## src/rtl/rqpd_pkg.sv

```systemverilog
// Package for the ready queue policy dispatcher.
// Holds payload structs, policy codes and controller command/status types.
package rqpd_pkg;

    localparam logic [2:0] POL_FIFO = 3'd0;
    localparam logic [2:0] POL_SJF  = 3'd1;
    localparam logic [2:0] POL_SRTN = 3'd2;
    localparam logic [2:0] POL_GRAT = 3'd3;
    localparam logic [2:0] POL_PRIO = 3'd4;

    localparam logic FUNC_ENQ  = 1'b0;
    localparam logic FUNC_DISP = 1'b1;

    typedef struct packed {
        logic               func;
        logic [3:0]         task_id;
        logic [15:0]        target_time;
        logic [15:0]        served_time;
        logic signed [15:0] task_priority;
    } t_in_item;

    typedef struct packed {
        logic [3:0] granted_id;
        logic       idle;
        logic [4:0] remaining_count;
    } t_out_item;

    typedef struct packed {
        logic enq;        // write input at tail
        logic scan_start; // start scan at entry 0, which becomes the first best
        logic scan_step;  // compare fetched entry against best
        logic shift_start;// begin compaction at pick
        logic shift_step; // move entry i+1 into i
        logic finish;     // decrement count, load output
        logic idle_out;   // load idle result
    } t_cmd;

    typedef struct packed {
        logic empty;
        logic full;
        logic scan_done;
        logic shift_done;
    } t_sts;

endpackage

```

## src/rtl/rqpd_datapath.sv

```systemverilog
// Datapath: slot memory, scan comparator, compaction and output register.
// Depends on rqpd_pkg for payload and command/status types.
module rqpd_datapath #(
    parameter int MAX_TASKS = 16,
    parameter int TIME_BITS = 16
) (
    input  logic               i_clk,
    input  logic               i_rst_n,
    input  rqpd_pkg::t_in_item i_item,
    input  logic [2:0]         i_policy,
    input  rqpd_pkg::t_cmd     i_cmd,
    output rqpd_pkg::t_sts     o_sts,
    output rqpd_pkg::t_out_item o_result
);
    localparam int IW = (MAX_TASKS > 1) ? $clog2(MAX_TASKS) : 1;
    localparam int CW = $clog2(MAX_TASKS + 1);
    localparam int EW = 4 + 2 * TIME_BITS + 16;

    logic [EW-1:0] mem [MAX_TASKS];
    logic [CW-1:0] r_count;
    logic [CW-1:0] r_idx;
    logic [CW-1:0] r_pick;
    logic [EW-1:0] r_best;
    logic [EW-1:0] r_rd;
    logic          r_rd_ok;
    rqpd_pkg::t_out_item r_result;

    logic [EW-1:0] n_wr;
    assign n_wr = {i_item.task_id, TIME_BITS'(i_item.target_time),
                   TIME_BITS'(i_item.served_time), i_item.task_priority};

    logic [TIME_BITS-1:0] c_tgt, c_srv, b_tgt, b_srv;
    logic signed [15:0]   b_pri;
    assign c_srv = r_rd[16 +: TIME_BITS];
    assign c_tgt = r_rd[16+TIME_BITS +: TIME_BITS];
    assign b_pri = r_best[15:0];
    assign b_srv = r_best[16 +: TIME_BITS];
    assign b_tgt = r_best[16+TIME_BITS +: TIME_BITS];

    logic [2*TIME_BITS-1:0] r_pa, r_pb;
    logic signed [TIME_BITS:0] b_rem;
    assign b_rem = $signed({1'b0, b_tgt}) - $signed({1'b0, b_srv});

    // Scan reads entry r_idx while no fetched entry is pending; r_rd_ok marks a fetched entry.
    // Products are registered in the cycle after the read, so the compare is gated by r_mul_ok.
    logic r_mul_ok;
    logic [CW-1:0] r_rd_idx, r_mul_idx;

    always_ff @(posedge i_clk) begin
        if (i_cmd.enq) mem[r_count[IW-1:0]] <= n_wr;
        if (i_cmd.shift_step) mem[r_idx[IW-1:0]] <= r_rd;
        r_rd <= mem[i_cmd.shift_start ? IW'(r_pick + CW'(1)) :
                    i_cmd.shift_step  ? IW'(r_idx + CW'(2)) : r_idx[IW-1:0]];
    end

    always_ff @(posedge i_clk) begin
        if (!i_rst_n) begin
            r_count  <= '0;
            r_idx    <= '0;
            r_rd_ok  <= 1'b0;
            r_mul_ok <= 1'b0;
            r_result <= '0;
        end else begin
            r_rd_ok  <= 1'b0;
            r_mul_ok <= 1'b0;
            if (i_cmd.enq) r_count <= r_count + CW'(1);
            if (i_cmd.scan_start) begin
                r_idx  <= '0;
            end
            if (i_cmd.scan_step) begin
                if (r_idx < r_count && !r_rd_ok) begin
                    r_idx   <= r_idx + CW'(1);
                    r_rd_ok <= 1'b1;
                    r_rd_idx <= r_idx;
                end
                if (r_rd_ok) begin
                    r_mul_ok  <= 1'b1;
                    r_mul_idx <= r_rd_idx;
                    r_pa <= c_srv * b_tgt;
                    r_pb <= b_srv * c_tgt;
                end
            end
            if (i_cmd.shift_start) r_idx <= r_pick;
            if (i_cmd.shift_step) r_idx <= r_idx + CW'(1);
            if (i_cmd.finish) begin
                r_count <= r_count - CW'(1);
                r_result.granted_id      <= r_best[EW-1 -: 4];
                r_result.idle            <= 1'b0;
                r_result.remaining_count <= 5'(r_count - CW'(1));
            end
            if (i_cmd.idle_out) r_result <= '{granted_id: 4'd0, idle: 1'b1,
                                               remaining_count: 5'd0};
        end
    end

    // Best tracking: products of r_rd vs r_best need both stable, so the scan
    // holds each candidate in r_cand for the product cycle.
    logic [EW-1:0] r_cand;
    logic [2*TIME_BITS-1:0] q_a, q_b;
    logic [TIME_BITS-1:0] d_tgt, d_srv;
    logic signed [15:0] d_pri;
    logic signed [TIME_BITS:0] d_rem;
    logic beats2;
    assign d_pri = r_cand[15:0];
    assign d_srv = r_cand[16 +: TIME_BITS];
    assign d_tgt = r_cand[16+TIME_BITS +: TIME_BITS];
    assign d_rem = $signed({1'b0, d_tgt}) - $signed({1'b0, d_srv});
    assign q_a = r_pa;
    assign q_b = r_pb;
    always_comb begin
        case (i_policy)
            rqpd_pkg::POL_SJF:  beats2 = d_tgt < b_tgt;
            rqpd_pkg::POL_SRTN: beats2 = d_rem < b_rem;
            rqpd_pkg::POL_GRAT: beats2 = q_a < q_b;
            rqpd_pkg::POL_PRIO: beats2 = d_pri > b_pri;
            default:            beats2 = 1'b0;
        endcase
    end

    // Scan handles one fetched entry at a time to keep best stable: the product
    // cycle and then the update cycle. A new read waits while a fetched entry is pending.
    always_ff @(posedge i_clk) begin
        if (r_rd_ok && i_cmd.scan_step) r_cand <= r_rd;
        if (r_mul_ok) begin
            if (r_mul_idx == '0 || beats2) begin
                r_best <= r_cand;
                r_pick <= r_mul_idx;
            end
        end
    end

    assign o_sts.empty      = (r_count == '0);
    assign o_sts.full       = (r_count >= CW'(MAX_TASKS));
    assign o_sts.scan_done  = (r_idx >= r_count) && !r_rd_ok && !r_mul_ok;
    assign o_sts.shift_done = (r_idx + CW'(1) >= r_count);
    assign o_result = r_result;
endmodule

```

## src/rtl/rqpd_ctrl.sv

```systemverilog
// Controller state machine for the dispatcher: handshake and sequencing.
// Depends on rqpd_pkg for command and status types.
module rqpd_ctrl (
    input  logic           i_clk,
    input  logic           i_rst_n,
    input  logic           i_valid,
    input  logic           i_func,
    output logic           o_stall,
    output logic           o_valid,
    input  logic           i_out_stall,
    input  rqpd_pkg::t_sts i_sts,
    output rqpd_pkg::t_cmd o_cmd
);
    localparam logic [2:0] S_IDLE  = 3'd0;
    localparam logic [2:0] S_SCAN  = 3'd1;
    localparam logic [2:0] S_WAIT  = 3'd2;
    localparam logic [2:0] S_SHIFT = 3'd3;
    localparam logic [2:0] S_FIN   = 3'd4;

    logic [2:0] r_state, n_state;
    logic       r_ovalid, n_ovalid;
    logic       acc;

    assign o_stall = (r_state != S_IDLE) ||
                     (r_ovalid && i_out_stall && i_func == rqpd_pkg::FUNC_DISP && i_sts.empty);
    assign acc     = i_valid && !o_stall;
    assign o_valid = r_ovalid;

    always_comb begin
        n_state  = r_state;
        n_ovalid = r_ovalid && i_out_stall;
        o_cmd    = '0;
        case (r_state)
            S_IDLE: begin
                if (acc) begin
                    if (i_func == rqpd_pkg::FUNC_ENQ) begin
                        o_cmd.enq = !i_sts.full;
                    end else if (i_sts.empty) begin
                        o_cmd.idle_out = 1'b1;
                        n_ovalid = 1'b1;
                    end else begin
                        o_cmd.scan_start = 1'b1;
                        n_state = S_SCAN;
                    end
                end
            end
            S_SCAN: begin
                o_cmd.scan_step = 1'b1;
                if (i_sts.scan_done) n_state = S_WAIT;
            end
            S_WAIT: begin
                o_cmd.shift_start = 1'b1;
                n_state = S_SHIFT;
            end
            S_SHIFT: begin
                if (i_sts.shift_done) n_state = S_FIN;
                else o_cmd.shift_step = 1'b1;
            end
            S_FIN: begin
                if (!(r_ovalid && i_out_stall)) begin
                    o_cmd.finish = 1'b1;
                    n_ovalid = 1'b1;
                    n_state = S_IDLE;
                end
            end
            default: n_state = S_IDLE;
        endcase
    end

    always_ff @(posedge i_clk) begin
        if (!i_rst_n) begin
            r_state  <= S_IDLE;
            r_ovalid <= 1'b0;
        end else begin
            r_state  <= n_state;
            r_ovalid <= n_ovalid;
        end
    end

    a_no_accept_busy: assert property (@(posedge i_clk) disable iff (!i_rst_n)
        (r_state != S_IDLE) |-> o_stall)
        else $error("input accepted while busy");
    a_fin_valid: assert property (@(posedge i_clk) disable iff (!i_rst_n)
        (r_state == S_FIN) |=> o_valid)
        else $error("dispatch result not presented");
    a_scan_follows: assert property (@(posedge i_clk) disable iff (!i_rst_n)
        o_cmd.scan_start |=> (r_state == S_SCAN))
        else $error("scan did not start");
endmodule

```

## src/rtl/ready_queue_policy_dispatcher_core.sv

```systemverilog
// Ready queue policy dispatcher top level, built from rqpd_ctrl and rqpd_datapath over rqpd_pkg.
// Enqueues may follow back to back; an empty dispatch answers in the next cycle.
// A dispatch over the queued tasks scans every slot, closes up the slots behind the picked one,
// and then presents the result once any earlier result has been taken.
// A waiting result holds off only a following dispatch to an empty queue; one dispatch is in flight at a time.
// Synchronous active-low reset empties the queue and sets the policy to fifo.
module ready_queue_policy_dispatcher_core #(
    parameter int MAX_TASKS = 16,
    parameter int TIME_BITS = 16
) (
    input  logic                i_clk,
    input  logic                i_rst_n,
    input  logic                i_valid,
    output logic                o_stall,
    input  rqpd_pkg::t_in_item  i_data,
    output logic                o_valid,
    input  logic                i_stall,
    output rqpd_pkg::t_out_item o_data,
    input  logic                i_cfg_valid,
    output logic                o_cfg_ready,
    input  logic [2:0]          i_cfg_data
);
    logic [2:0]     r_policy;
    rqpd_pkg::t_cmd cmd;
    rqpd_pkg::t_sts sts;

    assign o_cfg_ready = 1'b1;
    always_ff @(posedge i_clk) begin
        if (!i_rst_n) r_policy <= rqpd_pkg::POL_FIFO;
        else if (i_cfg_valid) r_policy <= i_cfg_data;
    end

    rqpd_ctrl u_ctrl (
        .i_clk(i_clk), .i_rst_n(i_rst_n), .i_valid(i_valid), .i_func(i_data.func),
        .o_stall(o_stall), .o_valid(o_valid), .i_out_stall(i_stall),
        .i_sts(sts), .o_cmd(cmd)
    );

    rqpd_datapath #(.MAX_TASKS(MAX_TASKS), .TIME_BITS(TIME_BITS)) u_dp (
        .i_clk(i_clk), .i_rst_n(i_rst_n), .i_item(i_data), .i_policy(r_policy),
        .i_cmd(cmd), .o_sts(sts), .o_result(o_data)
    );
endmodule
```

## config.mk

```make
export PLATFORM = sky130hd
export DESIGN_NAME = ready_queue_policy_dispatcher_core
export DESIGN_NICKNAME = d
export VERILOG_FILES = /design/src/rtl/rqpd_pkg.sv /design/src/rtl/rqpd_datapath.sv /design/src/rtl/rqpd_ctrl.sv /design/src/rtl/ready_queue_policy_dispatcher_core.sv
export SDC_FILE = /design/constraint.sdc
export NUM_CORES = 2
export LEC_CHECK = 0
export BUFFER_PORTS_ARGS = -buffer_cell sky130_fd_sc_hd__buf_2
export CORE_AREA = 2 2 339 341
export CTS_BUF_LIST = sky130_fd_sc_hd__clkbuf_8
export DETAILED_ROUTE_END_ITERATION = 10
export DIE_AREA = 0 0 341 343
export GPL_TIMING_DRIVEN = 1
export PLACE_DENSITY = 0.7
export REMOVE_ABC_BUFFERS = 1
export SYNTH_ARGS = -nofsm -noshare
export SYNTH_HDL_FRONTEND = slang
export SYNTH_SLANG_ARGS = --single-unit
```

## constraint.sdc

```tcl
create_clock -name i_clk -period 8.9 [get_ports i_clk]
set_input_delay 1.335 -clock i_clk [delete_from_list [all_inputs] [get_ports i_clk]]
set_output_delay 1.335 -clock i_clk [all_outputs]
set_load 0.02 [all_outputs]
```

# [After elaboration in Yosys (flattened, before gate mapping)]
# Memories as Yosys holds them, arrays and structs flattened. A register that Yosys moved wholly into a read port is not among the register bits.
# Cells that the tools add are included.
[classes] muxes=47 n_addsub=7 multipliers=2 shifts=0 bitwise=1 n_div=0 reduce_logical=27 n_lt_le_gt_ge=8 eq_ne=14
[op_table] cell="$mul A16 B16 Y32" count=2
[op_table] cell="$mux W52" count=1
[op_table] cell="$reduce_or A52 Y1" count=1
[op_table] cell="$mux W5" count=7
[op_table] cell="$sub A16 B16 Y17" count=2
[op_table] cell="$lt A32 B32 Y1" count=1
[op_table] cell="$mux W1" count=23
[op_table] cell="$mux W3" count=6
[op_table] cell="$lt A17 B17 Y1" count=1
[op_table] cell="$gt A16 B16 Y1" count=1
[op_table] cell="$lt A16 B16 Y1" count=1
[op_table] cell="$pmux W3 S5" count=1
[op_table] cell="$eq A3 B2 Y1 const B" count=4
[op_table] cell="$mux W4" count=3
[op_table] cell="$mux W6" count=2
[op_table] cell="$add A5 B1 Y5 const B" count=2
[op_table] cell="$ge A5 B5 Y1" count=2
[op_table] cell="$logic_not A5 Y1" count=2
[op_table] cell="$ne A2 B2 Y1 const B" count=5
[op_table] cell="$logic_and A1 B1 Y1" count=8
[op_table] cell="$eq A3 B1 Y1 const B" count=2
[op_table] cell="$eq A3 B3 Y1 const B" count=2
[op_table] cell="$reduce_and A3 Y1" count=2
[op_table] cell="$reduce_and A6 Y1" count=1
[op_table] cell="17 further kinds" count=24
[word_totals] latchBits=0 word_cells=124 romBits=0 mem_count=1 mem_bits_rw=832 regBits=212 output_inout_bits=13
[mem_list] memory="u_dp.mem" depth=16 word_bits=52 read_ports=1 rd_ports_with_merged_regs=1 write_ports=1 line="rqpd_datapath.sv:19" source="logic [EW-1:0] mem [MAX_TASKS];"

# [Logic depth before layout (Yosys ltp)]
[depth] depth_word=13 mapped_depth=24 mapped_depth_nobuf=22

# [Cells and area by module]
# A second synthesis with hierarchy kept.
[unflattened] hier_cells=5323 area_unflattened_um2=70831.7
[modules_own_cells] mod="rqpd_datapath" instances=1 seq_area_each_um2=31960.7 area_per_inst_um2=70391.3 cells_per_inst=5275
[modules_own_cells] mod="rqpd_ctrl" instances=1 seq_area_each_um2=80.1 area_per_inst_um2=320.3 cells_per_inst=37
[modules_own_cells] mod="ready_queue_policy_dispatcher_core" instances=1 seq_area_each_um2=60.1 area_per_inst_um2=120.1 cells_per_inst=11

# [Worst setup path after synthesis]
# OpenSTA, ideal clock, no wires.
[synth_timing] kind="reg2reg" startpoint="register u_dp.r_best[32]" endpoint="register u_dp.r_best[0], enable pin" stages_incl_launch_ff=21 setup_slack_ns=1.708 setup_time_ns=0.493 t_arrival_ns=6.699 cell_sequence="edfxtp_1 -> clkbuf_1 -> inv_1 -> ha_1 -> inv_1 -> fa_1 -> a21o_1 -> a21oi_1 -> o21bai_1 -> a211oi_1 -> o31ai_1 -> o41ai_1 -> o21ai_1 -> xnor2_1 -> ha_1 -> a21o_1 -> a211oi_1 -> o2111ai_1 -> a31oi_1 -> a211oi_1 -> o22ai_1"
[synth_between] elab_chain_len=5 word_cells_on_any_way=6
[synth_lines] item="start: declaration" line="rqpd_datapath.sv:23" source="logic [EW-1:0] r_best;"
[synth_lines] item="start signal: assignment" line="rqpd_datapath.sv:126" source="r_best <= r_cand;"
[synth_lines] item="$sub A16 B16 Y17" line="rqpd_datapath.sv:42" source="assign b_rem = $signed({1'b0, b_tgt}) - $signed({1'b0, b_srv});"
[synth_lines] item="$lt A17 B17 Y1" line="rqpd_datapath.sv:113" source="rqpd_pkg::POL_SRTN: beats2 = d_rem < b_rem;"
[synth_lines] item="$pmux W1 S4 *" line="rqpd_datapath.sv:111" source="case (i_policy)"
[synth_lines] item="$logic_or A1 B1 Y1 *" line="rqpd_datapath.sv:125" source="if (r_mul_idx == '0 || beats2) begin"
[synth_lines] item="$reduce_and A2 Y1 (no line) *"
# Mark *: on every way between the ends. The rest lies on a longest branch, timed or not.
# A chain may end at the register's enable or synchronous reset.

# [Final worst setup path]
[layout_timing] startpoint="register u_dp.r_rd[26], read port of u_dp.mem" endpoint="register u_dp.r_pa[31], in the netlist u_dp.q_a[31], data pin"
[layout_between] elab_chain_len=1
[layout_lines] item="start: declaration" line="rqpd_datapath.sv:24" source="logic [EW-1:0] r_rd;"
[layout_lines] item="$mul A16 B16 Y32" line="rqpd_datapath.sv:79" source="r_pa <= c_srv * b_tgt;"
[layout_lines] item="end signal: assignment" line="rqpd_datapath.sv:79"
[layout_lines] item="end: declaration" line="rqpd_datapath.sv:40" source="logic [2*TIME_BITS-1:0] r_pa, r_pb;"
# Every way passes these cells.

==> results.py <==
metrics = {
    "cts": {
        "clk_pin_slew_ns": 0.07,
        "ctsHtreeMaxLevel": 4,
        "cts-resized-gates": 0,
        "cts.path.max_buffers": 3,
        "ctsRootBufferMaster": "clkbuf_8",
        "cts_setup_buffers": 0,
        "clk_latency_ns": 0.88,
        "cts_tree": "done",
        "cts_buffers": 176,
        "ctsHoldBuffers": 0,
        "clock-sinks": 1096,
    },
    "timing": {
        "fmax_ghz": 0.148,
        "fin_tns_setup_ns": 0,
        "hold_violations": 0,
        "post-route-min-period_ns": 6.75,
        "rsz0062_at_grt": "no",
        "clock_skew_ns": 0.0574,
        "slew_violations": 0,
        "relSlewSlack_pct": 9.31,
        "fin_crit_sh_pct": 75.9,
        "hold_ws_ns": 0.411,
        "tightest_slew_ns": 1.36,
        "finalSetupViolCount": 0,
    },
    "grt": {
        "grt_usage_pct": 25.2,
        "grt_max_degree": 137,
        "grt_pass1_wl_mm": 223,
        "antenna_found_initial": 2,
        "grt_pass1_vias": 38400,
        "grt_overflow": 0,
    },
    "finish": {
        "syn2layout_area_growth_pct": 8.75,
        "utilization_pct": 59.5,
        "drive_gt1_share_pct": 8.18,
        "final_nets": 5665,
        "postLayoutCellArea_sq_um": 67500,
    },
    "routing": {
        "wl_per_cell_um": 22.1,
        "ant_nets": 0,
        "via_count": 37000,
        "wirelength_mm": 145,
        "drc": 0,
        "dr.pass1.iters": 7,
        "routed_via_density": 5.66,
        "drtIter0Drc": 3053,
    },
    "synthesis": {
        "synth_seq_cells": 1096,
        "synth_edf_count": 1015,
        "ys.flop_type": "edfxtp_1",
        "synthArstFlopShare_pct": 0,
        "ys_types": 79,
        "synth.yosys.seq_area_share_pct": 51.7,
        "synth_area_sq_um": 62100,
        "syn_inst": 4762,
        "syn_area_per_cell_sq_um": 13.0,
        "yosys_warnings": 0,
    },
    "floorplanning": {
        "fp.dieH_um": 343,
        "std_cell_rows": 124,
        "core_sq_um": 113000,
        "ioPinCount": 74,
        "dieArea_sq_um": 117000,
        "start_util_pct": 54.7,
        "die_w_um": 341,
    },
    "worst_setup_path": {
        "cp_slowest_cell": "dfxtp_1",
        "critPathLaunchType": "register",
        "worstPathCellList": "nand2_1, fa_1, fa_1, fa_1, inv_1, fa_1, fa_1, inv_1, fa_1, inv_1, ha_1, a21oi_1, o21ai_0, nor2_1, a21oi_1, a31oi_1, a31oi_1, a211oi_1, o2bb2ai_1, xnor2_1",
        "slowest_delay_ns": 0.90,
        "worst_ep_required_time_ns": 9.53,
        "cp_max_fo": 18,
        "cpMostUsedCell": "fa_1",
        "crit_arrival_ns": 7.39,
        "end_kind": "register",
        "path_buf_inv": 3,
        "critical-path-top-delay-family": "adder cells",
        "critical_path_class": "reg -> reg",
    },
    "run": {
        "maxCapViolations": 0,
    },
    "placement": {
        "gp_congestion": 0.892,
        "dp_hpwl_mm": 91.3,
        "port_buffers": 72,
        "placed_cell_area_sq_um": 64000,
    },
    "hold_path": {
        "hold_path.class": "reg -> reg",
    },
    "run_status": {
        "status": "completed",
    },
}
[cells by family (layout without fill, tap and decap cells)]
logic type | after synthesis | count (layout) | synth area share [%]
DFF | 1096 | 1096 | 51.7
and+or+nand+nor | 1041 | 1041 | 7.83
buffers and inverters | 766 | 1028 | 5.03
adders and majority gates | 724 | 724 | 19.3
muxes | 628 | 628 | 10.1
AOI/OAI and AO/OA | 414 | 414 | 4.67
xor gates and xnor gates | 92 | 92 | 1.30
other | 1 | 3 | 0.00604
[through the flow]
stage               worst slack (ns)  std cells
finish                          2.15       6538
floorplan                      -8.70       4576
global placement                2.40       6214
detailed placement              2.32       6214
global route                    1.92       6538
CTS                             2.30       6536
[path summary, 6_finish.rpt]
check | from | end | slack [ns] | depth (start not counted)
setup reg to reg | u_dp.r_rd[26] | u_dp.q_a[31] | 2.15 | 20
hold / removal | u_dp.r_rd[6] | u_dp.r_cand[6] | 0.41 | 0
hold reg to reg | u_dp.r_rd[6] | u_dp.r_cand[6] | 0.41 | 0
setup / recovery | u_dp.r_rd[26] | u_dp.q_a[31] | 2.15 | 20
[synthesized netlist by cell type (28+ instances only)]
cell type / n / share of area [%]
edfxtp_1: 1015 / 49
mux2i_1: 628 / 10
inv_1: 580 / 3.5
nand2_1: 545 / 3.3
fa_1: 390 / 13
ha_1: 334 / 6.7
and2_1: 250 / 2.5
a22oi_1: 108 / 1.3
clkbuf_1: 107 / 0.65
nor2_1: 106 / 0.64
a21oi_1: 85 / 0.69
dfxtp_1: 81 / 2.6
xnor2_1: 64 / 0.90
buf_2: 46 / 0.37
a21o_1: 44 / 0.53
o21ai_0: 32 / 0.26
xor2_1: 28 / 0.40
[metal layers]
metal  part of all wire [%]  up-vias  GRT usage (%)
met1                     42    18900           33.1
met4                    2.8        0           8.37
met3                    5.2      265           3.52
li1                       -    16800              -
met5                      0        -              0
met2                     50     1107           43.3
[cells in the final DEF (no fill, tap or decap), drive strengths merged, types with 9 or more instances in the layout]
cell,n
edfxtp,1015
inv,649
mux2i,628
nand2,545
fa,390
ha,334
and2,250
clkbuf,195
buf,126
a22oi,108
nor2,107
a21oi,86
dfxtp,81
xnor2,64
clkinv,49
a21o,44
o21ai,42
xor2,28
nand3,26
a211oi,26
nor3,23
nor2b,19
a31oi,18
o21a,16
nand2b,15
and3,14
nand4,13
o31ai,12
o21bai,10
or3,9
o211ai,9
[registers in the layout, summed over array words and instances, names as in the netlist, 5 cells and up]
| signal | cells |
|---|---|
| u_dp.mem | 832 |
| u_dp.r_idx | 5 |
| u_dp.r_rd | 52 |
| u_dp.o_result | 10 |
| u_dp.r_cand | 52 |
| u_dp.r_best | 52 |
| u_dp.r_count | 5 |
| u_dp.r_pick | 5 |
| u_dp.r_rd_idx | 5 |
| u_dp.q_b | 32 |
| u_dp.r_mul_idx | 5 |
| u_dp.q_a | 32 |
[layout make-up]
type / count / area, sq um
Fill cell: 8913 / 45900
Multi-Input combinational cell: 2900 / 27000
Timing Repair Buffer: 126 / 816
Sequential cell: 1096 / 32100
Antenna cell: 2 / 5.00
Clock inverter: 127 / 782
Clock buffer: 195 / 2680
Tap cell: 1512 / 1890
Inverter: 580 / 2180
Power is not shown: default switching activity piles up to over one toggle a cycle in this logic, so the estimate is an artifact.
